### src/rtl/core/rlf_pkg.sv
// Shared types and constants for the RGB linear fade engine.
// No dependencies; compiled first.
`default_nettype none

package rlf_pkg;

  localparam int FRAC_BITS_DEF = 8;
  localparam int INT_W         = 8;
  localparam int FUNC_W        = 2;
  localparam int DUR_W         = 16;
  localparam int IVL_W         = 10;
  localparam int NUM_LANES     = 3;

  localparam logic [IVL_W-1:0] IVL_RESET = IVL_W'(20);
  localparam logic [INT_W-1:0] COLOR_MAX = INT_W'(255);

  typedef enum logic [FUNC_W-1:0] {
    FUNC_START   = 2'd0,
    FUNC_TICK    = 2'd1,
    FUNC_RESTART = 2'd2
  } func_e;

  typedef enum logic [3:0] {
    ST_IDLE = 4'b0001,
    ST_CNT  = 4'b0010,
    ST_STEP = 4'b0100,
    ST_RESP = 4'b1000
  } state_e;

  // control from the sequencer to one channel lane
  typedef struct packed {
    logic load_goal;
    logic snap;
    logic tick;
    logic div_start;
  } lane_ctrl_t;

  // status from one channel lane to the merge logic
  typedef struct packed {
    logic match;
    logic div_done;
  } lane_stat_t;

endpackage

`default_nettype wire

### src/rtl/core/rlf_if.sv
// Valid/ready channel interfaces of the fade engine: command, result, config.
// Depends on rlf_pkg for the field widths.
`default_nettype none

interface rlf_cmd_if;
  logic                          valid;
  logic                          ready;
  logic [rlf_pkg::FUNC_W-1:0]    func;
  logic [rlf_pkg::INT_W-1:0]     target_red;
  logic [rlf_pkg::INT_W-1:0]     target_green;
  logic [rlf_pkg::INT_W-1:0]     target_blue;
  logic [rlf_pkg::DUR_W-1:0]     duration_ms;

  modport source (output valid, func, target_red, target_green, target_blue, duration_ms,
                  input ready);
  modport sink   (input valid, func, target_red, target_green, target_blue, duration_ms,
                  output ready);
endinterface

interface rlf_res_if;
  logic                          valid;
  logic                          ready;
  logic [rlf_pkg::INT_W-1:0]     red_out;
  logic [rlf_pkg::INT_W-1:0]     green_out;
  logic [rlf_pkg::INT_W-1:0]     blue_out;
  logic                          done_res;
  logic                          running_out;

  modport source (output valid, red_out, green_out, blue_out, done_res, running_out,
                  input ready);
  modport sink   (input valid, red_out, green_out, blue_out, done_res, running_out,
                  output ready);
endinterface

interface rlf_cfg_if;
  logic                          valid;
  logic                          ready;
  logic [rlf_pkg::IVL_W-1:0]     update_interval_ms;

  modport source (output valid, update_interval_ms, input ready);
  modport sink   (input valid, update_interval_ms, output ready);
endinterface

`default_nettype wire

### src/rtl/core/rlf_div.sv
// Restoring radix-2 divider, one quotient bit per cycle.
// Standalone; used for the step count and by each channel lane.
`default_nettype none

module rlf_div #(
  parameter int NUM_W = 16,
  parameter int DEN_W = 10
) (
  input  wire logic             clk_i,
  input  wire logic             rst_ni,
  input  wire logic             start_i,
  input  wire logic [NUM_W-1:0] num_i,
  input  wire logic [DEN_W-1:0] den_i,
  output logic                  done_o,
  output logic [NUM_W-1:0]      quot_o
);

  localparam int CNT_W = $clog2(NUM_W + 1);
  localparam logic [CNT_W-1:0] LAST = CNT_W'(NUM_W - 1);

  logic             busy_q, busy_d;
  logic             done_q, done_d;
  logic [CNT_W-1:0] cnt_q, cnt_d;
  logic [NUM_W-1:0] quot_q, quot_d;
  logic [DEN_W-1:0] rem_q, rem_d;
  logic [DEN_W-1:0] den_q, den_d;

  logic [DEN_W:0]   partial;
  logic [DEN_W:0]   trial;
  logic             ge;

  // shift the next dividend bit into the remainder, subtract if it fits
  assign partial = {rem_q, quot_q[NUM_W-1]};
  assign trial   = partial - {1'b0, den_q};
  assign ge      = partial >= {1'b0, den_q};

  always_comb begin
    busy_d = busy_q;
    done_d = 1'b0;
    cnt_d  = cnt_q;
    quot_d = quot_q;
    rem_d  = rem_q;
    den_d  = den_q;
    if (start_i) begin
      busy_d = 1'b1;
      cnt_d  = '0;
      quot_d = num_i;
      rem_d  = '0;
      den_d  = den_i;
    end else if (busy_q) begin
      quot_d = {quot_q[NUM_W-2:0], ge};
      rem_d  = ge ? trial[DEN_W-1:0] : partial[DEN_W-1:0];
      cnt_d  = cnt_q + CNT_W'(1);
      if (cnt_q == LAST) begin
        busy_d = 1'b0;
        done_d = 1'b1;
      end
    end
  end

  always_ff @(posedge clk_i or negedge rst_ni) begin
    if (!rst_ni) begin
      busy_q <= 1'b0;
      done_q <= 1'b0;
      cnt_q  <= '0;
    end else begin
      busy_q <= busy_d;
      done_q <= done_d;
      cnt_q  <= cnt_d;
    end
  end

  always_ff @(posedge clk_i) begin
    quot_q <= quot_d;
    rem_q  <= rem_d;
    den_q  <= den_d;
  end

  assign done_o = done_q;
  assign quot_o = quot_q;

endmodule

`default_nettype wire

### src/rtl/core/rlf_lane.sv
// One color channel: fixed-point level, signed step, goal and step divider.
// Depends on rlf_pkg and rlf_div.
`default_nettype none

module rlf_lane #(
  parameter int FRAC_BITS = rlf_pkg::FRAC_BITS_DEF,
  parameter int STEPS_W   = rlf_pkg::DUR_W
) (
  input  wire logic                        clk_i,
  input  wire logic                        rst_ni,
  input  wire rlf_pkg::lane_ctrl_t         ctrl_i,
  input  wire logic [rlf_pkg::INT_W-1:0]   goal_i,
  input  wire logic [STEPS_W-1:0]          steps_i,
  output logic [rlf_pkg::INT_W-1:0]        color_o,
  output rlf_pkg::lane_stat_t              stat_o
);

  localparam int LVL_W = rlf_pkg::INT_W + FRAC_BITS;
  localparam int STP_W = LVL_W + 1;
  localparam int SUM_W = LVL_W + 2;
  localparam logic [LVL_W-1:0] LEVEL_MAX = {rlf_pkg::COLOR_MAX, {FRAC_BITS{1'b0}}};

  logic [rlf_pkg::INT_W-1:0] goal_q, goal_d;
  logic [LVL_W-1:0]          level_q, level_d;
  logic signed [STP_W-1:0]   step_q, step_d;
  logic                      neg_q, neg_d;
  logic                      zero_q, zero_d;

  logic [rlf_pkg::INT_W-1:0] int_q;
  logic                      neg;
  logic [rlf_pkg::INT_W-1:0] mag_int;
  logic [LVL_W-1:0]          mag;
  logic                      div_done;
  logic [LVL_W-1:0]          quot;
  logic [LVL_W-1:0]          qmin;
  logic signed [SUM_W-1:0]   sum;
  logic [LVL_W-1:0]          adv;

  assign int_q   = level_q[LVL_W-1 -: rlf_pkg::INT_W];
  assign neg     = goal_q < int_q;
  assign mag_int = neg ? (int_q - goal_q) : (goal_q - int_q);
  assign mag     = {mag_int, {FRAC_BITS{1'b0}}};

  rlf_div #(
    .NUM_W (LVL_W),
    .DEN_W (STEPS_W)
  ) u_div (
    .clk_i   (clk_i),
    .rst_ni  (rst_ni),
    .start_i (ctrl_i.div_start),
    .num_i   (mag),
    .den_i   (steps_i),
    .done_o  (div_done),
    .quot_o  (quot)
  );

  // a nonzero distance always moves at least one LSB per tick
  assign qmin = (quot == '0) ? LVL_W'(1) : quot;

  // level plus step, then clamp to 0 .. 255.0
  assign sum = $signed({2'b00, level_q}) + SUM_W'(step_q);
  always_comb begin
    if (sum < 0) begin
      adv = '0;
    end else if (sum > $signed({2'b00, LEVEL_MAX})) begin
      adv = LEVEL_MAX;
    end else begin
      adv = sum[LVL_W-1:0];
    end
  end

  always_comb begin
    goal_d  = goal_q;
    level_d = level_q;
    step_d  = step_q;
    neg_d   = neg_q;
    zero_d  = zero_q;
    if (ctrl_i.load_goal) begin
      goal_d = goal_i;
    end
    if (ctrl_i.snap) begin
      level_d = {int_q, {FRAC_BITS{1'b0}}};
    end else if (ctrl_i.tick && (int_q != goal_q)) begin
      level_d = adv;
    end
    if (ctrl_i.div_start) begin
      neg_d  = neg;
      zero_d = (mag_int == '0);
    end
    if (div_done) begin
      if (zero_q) begin
        step_d = '0;
      end else if (neg_q) begin
        step_d = -$signed({1'b0, qmin});
      end else begin
        step_d = $signed({1'b0, qmin});
      end
    end
  end

  always_ff @(posedge clk_i or negedge rst_ni) begin
    if (!rst_ni) begin
      goal_q  <= '0;
      level_q <= '0;
      step_q  <= '0;
      neg_q   <= 1'b0;
      zero_q  <= 1'b0;
    end else begin
      goal_q  <= goal_d;
      level_q <= level_d;
      step_q  <= step_d;
      neg_q   <= neg_d;
      zero_q  <= zero_d;
    end
  end

  assign color_o         = level_d[LVL_W-1 -: rlf_pkg::INT_W];
  assign stat_o.match    = (level_d[LVL_W-1 -: rlf_pkg::INT_W] == goal_q);
  assign stat_o.div_done = div_done;

endmodule

`default_nettype wire

### src/rtl/core/rgb_linear_fade_engine.sv
// Top level of the RGB linear fade engine: sequencer, three channel lanes, merge.
// Depends on rlf_pkg, rlf_if, rlf_div and rlf_lane.
`default_nettype none

// RGB linear fade engine. Each command transfer yields exactly one result
// transfer carrying the current color, done and running flags. Ticks, idle
// ticks and the unused func code are answered from the idle state: the
// result is loaded into the output register at the same edge the command is
// taken, so a tick can be taken every cycle while results drain and the
// result channel is ready. A start or restart first divides the duration by
// the tick interval in a serial divider, then the three lanes divide their
// color distance (8+FRAC_BITS bits) by that step count in parallel, one
// quotient bit per cycle. Until those divides end and the result is loaded,
// the command channel is not ready. The interval register may be written at
// any time the block is idle; a value of zero acts as one. The config channel
// is always ready.

module rgb_linear_fade_engine #(
  parameter int FRAC_BITS = rlf_pkg::FRAC_BITS_DEF
) (
  input  wire logic   clk_i,
  input  wire logic   rst_ni,
  rlf_cfg_if.sink     cfg_i,
  rlf_cmd_if.sink     cmd_i,
  rlf_res_if.source   res_o
);

  localparam int INT_W = rlf_pkg::INT_W;

  rlf_pkg::state_e state_q, state_d;

  logic [rlf_pkg::IVL_W-1:0] interval_q, interval_d;
  logic [rlf_pkg::DUR_W-1:0] dur_q, dur_d;
  logic                      running_q, running_d;

  // output register
  logic             out_valid_q, out_valid_d;
  logic [INT_W-1:0] red_q, red_d;
  logic [INT_W-1:0] green_q, green_d;
  logic [INT_W-1:0] blue_q, blue_d;
  logic             done_q, done_d;
  logic             run_out_q, run_out_d;

  logic out_free;
  logic cmd_take;
  logic is_start, is_restart, is_tick;
  logic take_fade;
  logic tick_live;

  // step-count divider
  logic [rlf_pkg::DUR_W-1:0] cnt_num;
  logic [rlf_pkg::IVL_W-1:0] cnt_den;
  logic                      cnt_done;
  logic [rlf_pkg::DUR_W-1:0] cnt_quot;
  logic [rlf_pkg::DUR_W-1:0] steps;

  // lanes and merge
  rlf_pkg::lane_ctrl_t lane_ctrl;
  rlf_pkg::lane_stat_t lane_stat [rlf_pkg::NUM_LANES];
  logic [INT_W-1:0]    lane_goal [rlf_pkg::NUM_LANES];
  logic [INT_W-1:0]    lane_color [rlf_pkg::NUM_LANES];
  logic                all_match;
  logic                all_div_done;

  // ---------------------------------------------------------------------------
  // Handshakes
  // ---------------------------------------------------------------------------
  assign out_free    = !out_valid_q || res_o.ready;
  assign cmd_i.ready = (state_q == rlf_pkg::ST_IDLE) && out_free;
  assign cmd_take    = cmd_i.valid && cmd_i.ready;
  assign cfg_i.ready = 1'b1;

  assign is_start   = (cmd_i.func == rlf_pkg::FUNC_START);
  assign is_restart = (cmd_i.func == rlf_pkg::FUNC_RESTART);
  assign is_tick    = (cmd_i.func == rlf_pkg::FUNC_TICK);
  assign take_fade  = cmd_take && (is_start || is_restart);
  assign tick_live  = cmd_take && is_tick && running_q;

  // ---------------------------------------------------------------------------
  // Step count = max(1, duration / max(1, interval))
  // ---------------------------------------------------------------------------
  assign cnt_num = is_start ? cmd_i.duration_ms : dur_q;
  assign cnt_den = (interval_q == '0) ? rlf_pkg::IVL_W'(1) : interval_q;

  rlf_div #(
    .NUM_W (rlf_pkg::DUR_W),
    .DEN_W (rlf_pkg::IVL_W)
  ) u_cnt_div (
    .clk_i   (clk_i),
    .rst_ni  (rst_ni),
    .start_i (take_fade),
    .num_i   (cnt_num),
    .den_i   (cnt_den),
    .done_o  (cnt_done),
    .quot_o  (cnt_quot)
  );

  assign steps = (cnt_quot == '0) ? rlf_pkg::DUR_W'(1) : cnt_quot;

  // ---------------------------------------------------------------------------
  // Channel lanes
  // ---------------------------------------------------------------------------
  assign lane_ctrl.load_goal = cmd_take && is_start;
  assign lane_ctrl.snap      = take_fade;
  assign lane_ctrl.tick      = tick_live;
  assign lane_ctrl.div_start = cnt_done;

  assign lane_goal[0] = cmd_i.target_red;
  assign lane_goal[1] = cmd_i.target_green;
  assign lane_goal[2] = cmd_i.target_blue;

  for (genvar g = 0; g < rlf_pkg::NUM_LANES; g++) begin : g_lane
    rlf_lane #(
      .FRAC_BITS (FRAC_BITS),
      .STEPS_W   (rlf_pkg::DUR_W)
    ) u_lane (
      .clk_i   (clk_i),
      .rst_ni  (rst_ni),
      .ctrl_i  (lane_ctrl),
      .goal_i  (lane_goal[g]),
      .steps_i (steps),
      .color_o (lane_color[g]),
      .stat_o  (lane_stat[g])
    );
  end

  // merge: the fade ends when every channel sits on its goal
  assign all_match    = lane_stat[0].match && lane_stat[1].match && lane_stat[2].match;
  assign all_div_done = lane_stat[0].div_done && lane_stat[1].div_done &&
                        lane_stat[2].div_done;

  // ---------------------------------------------------------------------------
  // Sequencer and state
  // ---------------------------------------------------------------------------
  always_comb begin
    state_d     = state_q;
    interval_d  = interval_q;
    dur_d       = dur_q;
    running_d   = running_q;
    out_valid_d = out_valid_q;
    red_d       = red_q;
    green_d     = green_q;
    blue_d      = blue_q;
    done_d      = done_q;
    run_out_d   = run_out_q;

    if (cfg_i.valid) begin
      interval_d = cfg_i.update_interval_ms;
    end

    if (out_valid_q && res_o.ready) begin
      out_valid_d = 1'b0;
    end

    case (state_q)
      rlf_pkg::ST_IDLE: begin
        if (take_fade) begin
          running_d = 1'b1;
          if (is_start) begin
            dur_d = cmd_i.duration_ms;
          end
          state_d = rlf_pkg::ST_CNT;
        end else if (cmd_take) begin
          // tick, idle tick or unused code: answer right away
          if (tick_live && all_match) begin
            running_d = 1'b0;
          end
          out_valid_d = 1'b1;
          red_d       = lane_color[0];
          green_d     = lane_color[1];
          blue_d      = lane_color[2];
          done_d      = tick_live && all_match;
          run_out_d   = running_q && !(tick_live && all_match);
        end
      end
      rlf_pkg::ST_CNT: begin
        if (cnt_done) begin
          state_d = rlf_pkg::ST_STEP;
        end
      end
      rlf_pkg::ST_STEP: begin
        if (all_div_done) begin
          state_d = rlf_pkg::ST_RESP;
        end
      end
      rlf_pkg::ST_RESP: begin
        if (out_free) begin
          out_valid_d = 1'b1;
          red_d       = lane_color[0];
          green_d     = lane_color[1];
          blue_d      = lane_color[2];
          done_d      = 1'b0;
          run_out_d   = 1'b1;
          state_d     = rlf_pkg::ST_IDLE;
        end
      end
      default: begin
        state_d = rlf_pkg::ST_IDLE;
      end
    endcase
  end

  always_ff @(posedge clk_i or negedge rst_ni) begin
    if (!rst_ni) begin
      state_q     <= rlf_pkg::ST_IDLE;
      interval_q  <= rlf_pkg::IVL_RESET;
      dur_q       <= '0;
      running_q   <= 1'b0;
      out_valid_q <= 1'b0;
    end else begin
      state_q     <= state_d;
      interval_q  <= interval_d;
      dur_q       <= dur_d;
      running_q   <= running_d;
      out_valid_q <= out_valid_d;
    end
  end

  always_ff @(posedge clk_i) begin
    red_q     <= red_d;
    green_q   <= green_d;
    blue_q    <= blue_d;
    done_q    <= done_d;
    run_out_q <= run_out_d;
  end

  assign res_o.valid       = out_valid_q;
  assign res_o.red_out     = red_q;
  assign res_o.green_out   = green_q;
  assign res_o.blue_out    = blue_q;
  assign res_o.done_res    = done_q;
  assign res_o.running_out = run_out_q;

endmodule

`default_nettype wire

### src/flat_wrapper.sv
// flat-port wrapper written by rule: the top's interface ports become plain ports
module rgb_linear_fade_engine_flat 
#(
  parameter int FRAC_BITS = rlf_pkg::FRAC_BITS_DEF
)
  (clk_i, rst_ni, cfg_i_valid, cfg_i_update_interval_ms, cfg_i_ready, cmd_i_valid, cmd_i_func, cmd_i_target_red, cmd_i_target_green, cmd_i_target_blue, cmd_i_duration_ms, cmd_i_ready, res_o_valid, res_o_red_out, res_o_green_out, res_o_blue_out, res_o_done_res, res_o_running_out, res_o_ready);
  rlf_cfg_if cfg_i_i ();
  rlf_cmd_if cmd_i_i ();
  rlf_res_if res_o_i ();
  input  wire logic clk_i;
  input  wire logic rst_ni;
  input wire logic [$bits(cfg_i_i.valid)-1:0] cfg_i_valid;
  input wire logic [$bits(cfg_i_i.update_interval_ms)-1:0] cfg_i_update_interval_ms;
  output wire logic [$bits(cfg_i_i.ready)-1:0] cfg_i_ready;
  input wire logic [$bits(cmd_i_i.valid)-1:0] cmd_i_valid;
  input wire logic [$bits(cmd_i_i.func)-1:0] cmd_i_func;
  input wire logic [$bits(cmd_i_i.target_red)-1:0] cmd_i_target_red;
  input wire logic [$bits(cmd_i_i.target_green)-1:0] cmd_i_target_green;
  input wire logic [$bits(cmd_i_i.target_blue)-1:0] cmd_i_target_blue;
  input wire logic [$bits(cmd_i_i.duration_ms)-1:0] cmd_i_duration_ms;
  output wire logic [$bits(cmd_i_i.ready)-1:0] cmd_i_ready;
  output wire logic [$bits(res_o_i.valid)-1:0] res_o_valid;
  output wire logic [$bits(res_o_i.red_out)-1:0] res_o_red_out;
  output wire logic [$bits(res_o_i.green_out)-1:0] res_o_green_out;
  output wire logic [$bits(res_o_i.blue_out)-1:0] res_o_blue_out;
  output wire logic [$bits(res_o_i.done_res)-1:0] res_o_done_res;
  output wire logic [$bits(res_o_i.running_out)-1:0] res_o_running_out;
  input wire logic [$bits(res_o_i.ready)-1:0] res_o_ready;
  assign cfg_i_i.valid = cfg_i_valid;
  assign cfg_i_i.update_interval_ms = cfg_i_update_interval_ms;
  assign cfg_i_ready = cfg_i_i.ready;
  assign cmd_i_i.valid = cmd_i_valid;
  assign cmd_i_i.func = cmd_i_func;
  assign cmd_i_i.target_red = cmd_i_target_red;
  assign cmd_i_i.target_green = cmd_i_target_green;
  assign cmd_i_i.target_blue = cmd_i_target_blue;
  assign cmd_i_i.duration_ms = cmd_i_duration_ms;
  assign cmd_i_ready = cmd_i_i.ready;
  assign res_o_valid = res_o_i.valid;
  assign res_o_red_out = res_o_i.red_out;
  assign res_o_green_out = res_o_i.green_out;
  assign res_o_blue_out = res_o_i.blue_out;
  assign res_o_done_res = res_o_i.done_res;
  assign res_o_running_out = res_o_i.running_out;
  assign res_o_i.ready = res_o_ready;
  rgb_linear_fade_engine #(.FRAC_BITS(FRAC_BITS)) u_core (.clk_i(clk_i), .rst_ni(rst_ni), .cfg_i(cfg_i_i), .cmd_i(cmd_i_i), .res_o(res_o_i));
endmodule
### config.mk
export PLATFORM = sky130hd
export DESIGN_NAME = rgb_linear_fade_engine_flat
export DESIGN_NICKNAME = d
export VERILOG_FILES = /design/src/rtl/core/rlf_pkg.sv /design/src/rtl/core/rlf_if.sv /design/src/rtl/core/rlf_div.sv /design/src/rtl/core/rlf_lane.sv /design/src/rtl/core/rgb_linear_fade_engine.sv /design/src/flat_wrapper.sv
export SDC_FILE = /design/constraint.sdc
export NUM_CORES = 1
export LEC_CHECK = 0
export BUFFER_PORTS_ARGS = -buffer_cell sky130_fd_sc_hd__buf_2
export CAP_MARGIN = 10
export CORE_MARGIN = 10
export CORE_UTILIZATION = 40
export CTS_CLUSTER_DIAMETER = 200
export DETAILED_ROUTE_END_ITERATION = 12
export SETUP_SLACK_MARGIN = 0.05
export SYNTH_ARGS = -nofsm -noshare
export SYNTH_HDL_FRONTEND = slang
export SYNTH_HIERARCHICAL = 1
export SYNTH_SLANG_ARGS = --single-unit
### constraint.sdc
create_clock -name clk_i -period 4.8 [get_ports clk_i]
set_input_delay 0.24 -clock clk_i [delete_from_list [all_inputs] [get_ports clk_i]]
set_output_delay 0.24 -clock clk_i [all_outputs]
set_load 0.01 [all_outputs]
==> results by group <==
Yosys
  • Syn avg cell area: 9.87 sq um
  • FFs w/ async S/R, synth: 47.8%
  • Post-synth EDFFs: 148
  • Post-synthesis cell count: 2,608
  • Synthesized cell area: 25,700 sq um
  • Yosys reg bits: 395
  • Sequential area share after synthesis: 40.2%
  • Library cells used by synthesis: 109
  • Top_reg_cell synth: dfrtp_1
  • YS warnings: 6

Critical path
  • Crit Path Max Fanout: 11
  • FF-to-FF End: u_core/res_o.running_out
  • Reg2reg start: u_core/g_lane[0].u_lane/level_q[12]
  • Crit path DAT: 4.74 ns
  • CP most frequent cell: a221o_1
  • Worst-case reg-to-reg path depth: 12
  • Worst path max stage delay: 0.76 ns
  • Critical path cell sequence: ha_1, a21oi_1, o21ai_0, a221o_1, a31oi_1, nor3_1, a221o_1, a221o_1, a2111oi_2, nand3_1, nor4_1, o21ai_0
  • Worst Setup End Kind: flip-flop
  • Crit path max-delay family: compound AO/OA/AOI/OAI gates
  • Worst reg2reg setup slack: 0.39 ns
  • Critical-path top delay cell: a31oi_1
  • Critical path buffers and inverters: 0
  • Crit Path Class: reg -> reg
  • CP startpoint kind: flip-flop
  • CP required: 5.14 ns

Outcome
  • Status: finished clean

Die
  • Die extent in y: 274 um
  • # rows: 92
  • Starting density of the core: 40.6%
  • DIE AREA: 74,900 sq um
  • Core area: 63,400 sq um
  • Top Ports: 86
  • Die extent in x: 274 um

Clock tree
  • Clk_lat worst skew: 0.59 ns
  • CTS Buf Count: 45
  • H-tree Lvls: 2
  • CTS tree: built
  • CTS Buffer Depth: 3
  • Clock tree root driver cell: clkbuf_16
  • Clk sinks: 395
  • Setup Fix Bufs, Post-CTS: 0
  • Clock slew at reported path FFs: 0.07 ns

Final layout
  • Fraction of layout cells with a size suffix above 1: 14.5%
  • Fill cells: 5,942
  • Most frequent cells in the layout: 213 x inv_1, 185 x dfrtp_1, 166 x nand2_1
  • Core Util, Final: 45.4%
  • Number of inserted diodes: 0
  • Nets: 2,921
  • Syn-to-layout area delta: 11.8%
  • Commonest non-fill, non-tap cell in the layout: inv_1

Timing
  • Final setup TNS: 0 ns
  • Peak Freq: 227 MHz
  • Final period util: 91.8%
  • Least-Margin Pin Slew: 1.03 ns
  • Clock Skew: 0.0148 ns
  • Final Setup Violations: 0
  • Fin worst setup slack: 0.393 ns
  • Fin crit period: 4.41 ns
  • Final Max Slew Viols: 0
  • Final Hold Vio Count: 0
  • Slew margin rel.: 30.9%
  • Unrepaired setup endpoints after global routing: no

Drt
  • Initial DRC count: 1,465
  • Residual DRC: 0
  • Post-route ant nets: 0
  • Vias/cell: 5.56
  • Vias: 19.9k
  • Total length of routed wires: 65,000 um
  • 1st-pass router iterations: 5
  • WL per Instance: 18.2 um

Global route
  • Gr usage total: 17.1%
  • Most used routing layer: met2
  • First-pass GRT wire length: 106,000 um
  • Met2 GRT Util: 28.5%
  • Met1 Usage GRT: 23.0%
  • Met3 GRT Util: 2.49%
  • Antenna violations before repair: 0
  • Vias in the first global route: 20.0k
  • Total grt overflow: 0
  • Pin count of the biggest net entering global routing: 87

Place
  • Pre-CTS setup slack: 0.372 ns
  • Routability cong.: 0.887
  • Hpwl dp: 47,500 um
  • Port Buffers: 84

Pwr
  • Max rail drop VDD: 0.326 mV
  • LEAKAGE: 12.1 nW
  • Pwr dens: 615 nW/um^2
  • Total Power: 17.7 mW

Hold path
  • Hold EP: u_core/interval_q[1]
  • Min-Delay Path Class: in -> reg
  • Hold_sp: cfg_i_valid
  • Hold path depth: 2

Job
  • Max Cap Violations: 0
==> flip-flops by register name (all words and copies together) (netlist names), 4 cells and up <==
register,count
u_core/dur_q,16
u_core/g_lane.u_lane/goal_q,24
u_core/g_lane.u_lane/level_q,48
u_core/g_lane.u_lane/step_q,51
u_core/g_lane.u_lane/u_div/cnt_q,15
u_core/g_lane.u_lane/u_div/den_q,48
u_core/g_lane.u_lane/u_div/quot_o,48
u_core/g_lane.u_lane/u_div/rem_q,48
u_core/interval_q,10
u_core/res_o.blue_out,8
u_core/res_o.green_out,8
u_core/res_o.red_out,8
u_core/state_q,4
u_core/u_cnt_div/cnt_q,5
u_core/u_cnt_div/den_q,10
u_core/u_cnt_div/quot_o,16
u_core/u_cnt_div/rem_q,10
==> synthesized netlist by cell type (all sizes together), types with 8 or more instances <==
| master | n | share of area (%) |
|---|---|---|
| a311oi | 33 | 1.2 |
| ha | 162 | 7.9 |
| nor3 | 46 | 0.89 |
| o21bai | 20 | 0.61 |
| and3 | 26 | 0.64 |
| dfrtp | 186 | 18 |
| o31ai | 23 | 0.83 |
| or2 | 10 | 0.24 |
| a22o | 22 | 0.75 |
| clkbuf | 80 | 1.2 |
| o221ai | 8 | 0.27 |
| xor2 | 94 | 3.2 |
| nor4 | 15 | 0.48 |
| nand4 | 25 | 0.61 |
| a211o | 10 | 0.35 |
| nand2 | 168 | 2.5 |
| a221o | 15 | 0.58 |
| o311a | 8 | 0.31 |
| or4 | 11 | 0.32 |
| or3 | 16 | 0.39 |
| mux2 | 120 | 5.2 |
| a21oi | 127 | 2.7 |
| a31oi | 29 | 0.90 |
| o211ai | 26 | 0.76 |
| buf | 69 | 1.8 |
| mux2i | 32 | 1.2 |
| fa | 13 | 1.0 |
| nor2 | 165 | 2.4 |
| o21a | 18 | 0.53 |
| nand3 | 52 | 1.1 |
| nand2b | 38 | 0.92 |
| a21o | 39 | 1.1 |
| a22oi | 13 | 0.38 |
| dfxtp | 58 | 4.5 |
| o41ai | 20 | 0.83 |
| edfxtp | 148 | 17 |
| xnor2 | 61 | 2.3 |
| nor2b | 24 | 0.58 |
| o22ai | 52 | 1.3 |
| o21ai | 167 | 3.4 |
| a211oi | 24 | 0.80 |
| inv | 213 | 3.1 |
==> where the power goes <==
group / total, mW / switching [mW] / leakage (nW) / internal, mW
registers: 5.88 / 1.16 / 4.32 / 4.72
logic: 8.29 / 4.75 / 7.05 / 3.54
clock network: 3.51 / 1.47 / 0.735 / 2.04
total: 17.7 / 7.37 / 12.1 / 10.3
==> area by class of cell <==
| cell class | instances | area (sq um) | share of cell area, % |
|---|---|---|---|
| Inverter | 216 | 811 | 2.82 |
| Clock inverter | 20 | 188 | 0.652 |
| Sequential cell | 395 | 10300 | 35.9 |
| Multi-Input combinational cell | 1869 | 13900 | 48.4 |
| Tap cell | 846 | 1060 | 3.68 |
| Timing Repair Buffer | 162 | 1140 | 3.97 |
| Clock buffer | 64 | 1320 | 4.60 |
==> layer usage <==
layer	wire, um	vias to the layer above	share of wire [%]
li1	-	9677	-
met4	1260	0	1.9
met2	30500	381	47
met3	2880	83	4.4
met1	30400	9737	47
met5	0	-	0
==> worst register-to-register path, delay by kind of cell (launching register included) <==
family | cells | cell delay, ns
simple gates | 3 | 0.52
flops | 1 | 0.45
fa+ha+maj | 1 | 0.41
compound gates | 8 | 2.78
==> how the worst max path moves through the flow <==
stage | from | endpoint | depth (start not counted)
floorplan | u_core/state_q[0] | u_core/res_o.running_out | 14
global placement | u_core/g_lane[1].u_lane/level_q[12] | u_core/res_o.running_out | 13
detailed placement | u_core/g_lane[1].u_lane/level_q[12] | u_core/res_o.running_out | 13
CTS | u_core/g_lane[1].u_lane/level_q[12] | u_core/res_o.running_out | 13
global route | u_core/state_q[0] | u_core/res_o.running_out | 14
finish | u_core/g_lane[0].u_lane/level_q[12] | u_core/res_o.running_out | 12
==> cell families after synthesis <==
kind of cell | after synthesis | share of synthesized area, %
compound gates | 727 | 20.4
simple gates | 635 | 12.4
flops | 395 | 40.2
buf+inv | 365 | 6.15
fa+ha+maj | 175 | 8.88
xor+xnor | 155 | 5.49
mux | 152 | 6.49
other cells | 4 | 0.0583
==> metrics by stage <==
| step | instance area, sq um | std cells | hold WS, ns |
|---|---|---|---|
| after detailed placement | 26800 | 3437 | 0.355 |
| after global placement | 26800 | 3437 | 0.349 |
| after global routing | 28800 | 3572 | 0.0884 |
| final | 28800 | 3572 | 0.0836 |
| after floorplan | 25800 | 2629 | -0.0556 |
| after CTS | 28800 | 3572 | 0.0502 |
==> timing repair <==
item                                    in CTS  in global routing
endpoints found under the setup margin       0                  1
endpoints found under the hold margin      131                  0
gates resized for setup                      0                  1
hold buffers                                51                  0
Note: power is estimated with default switching activity, not from simulation.
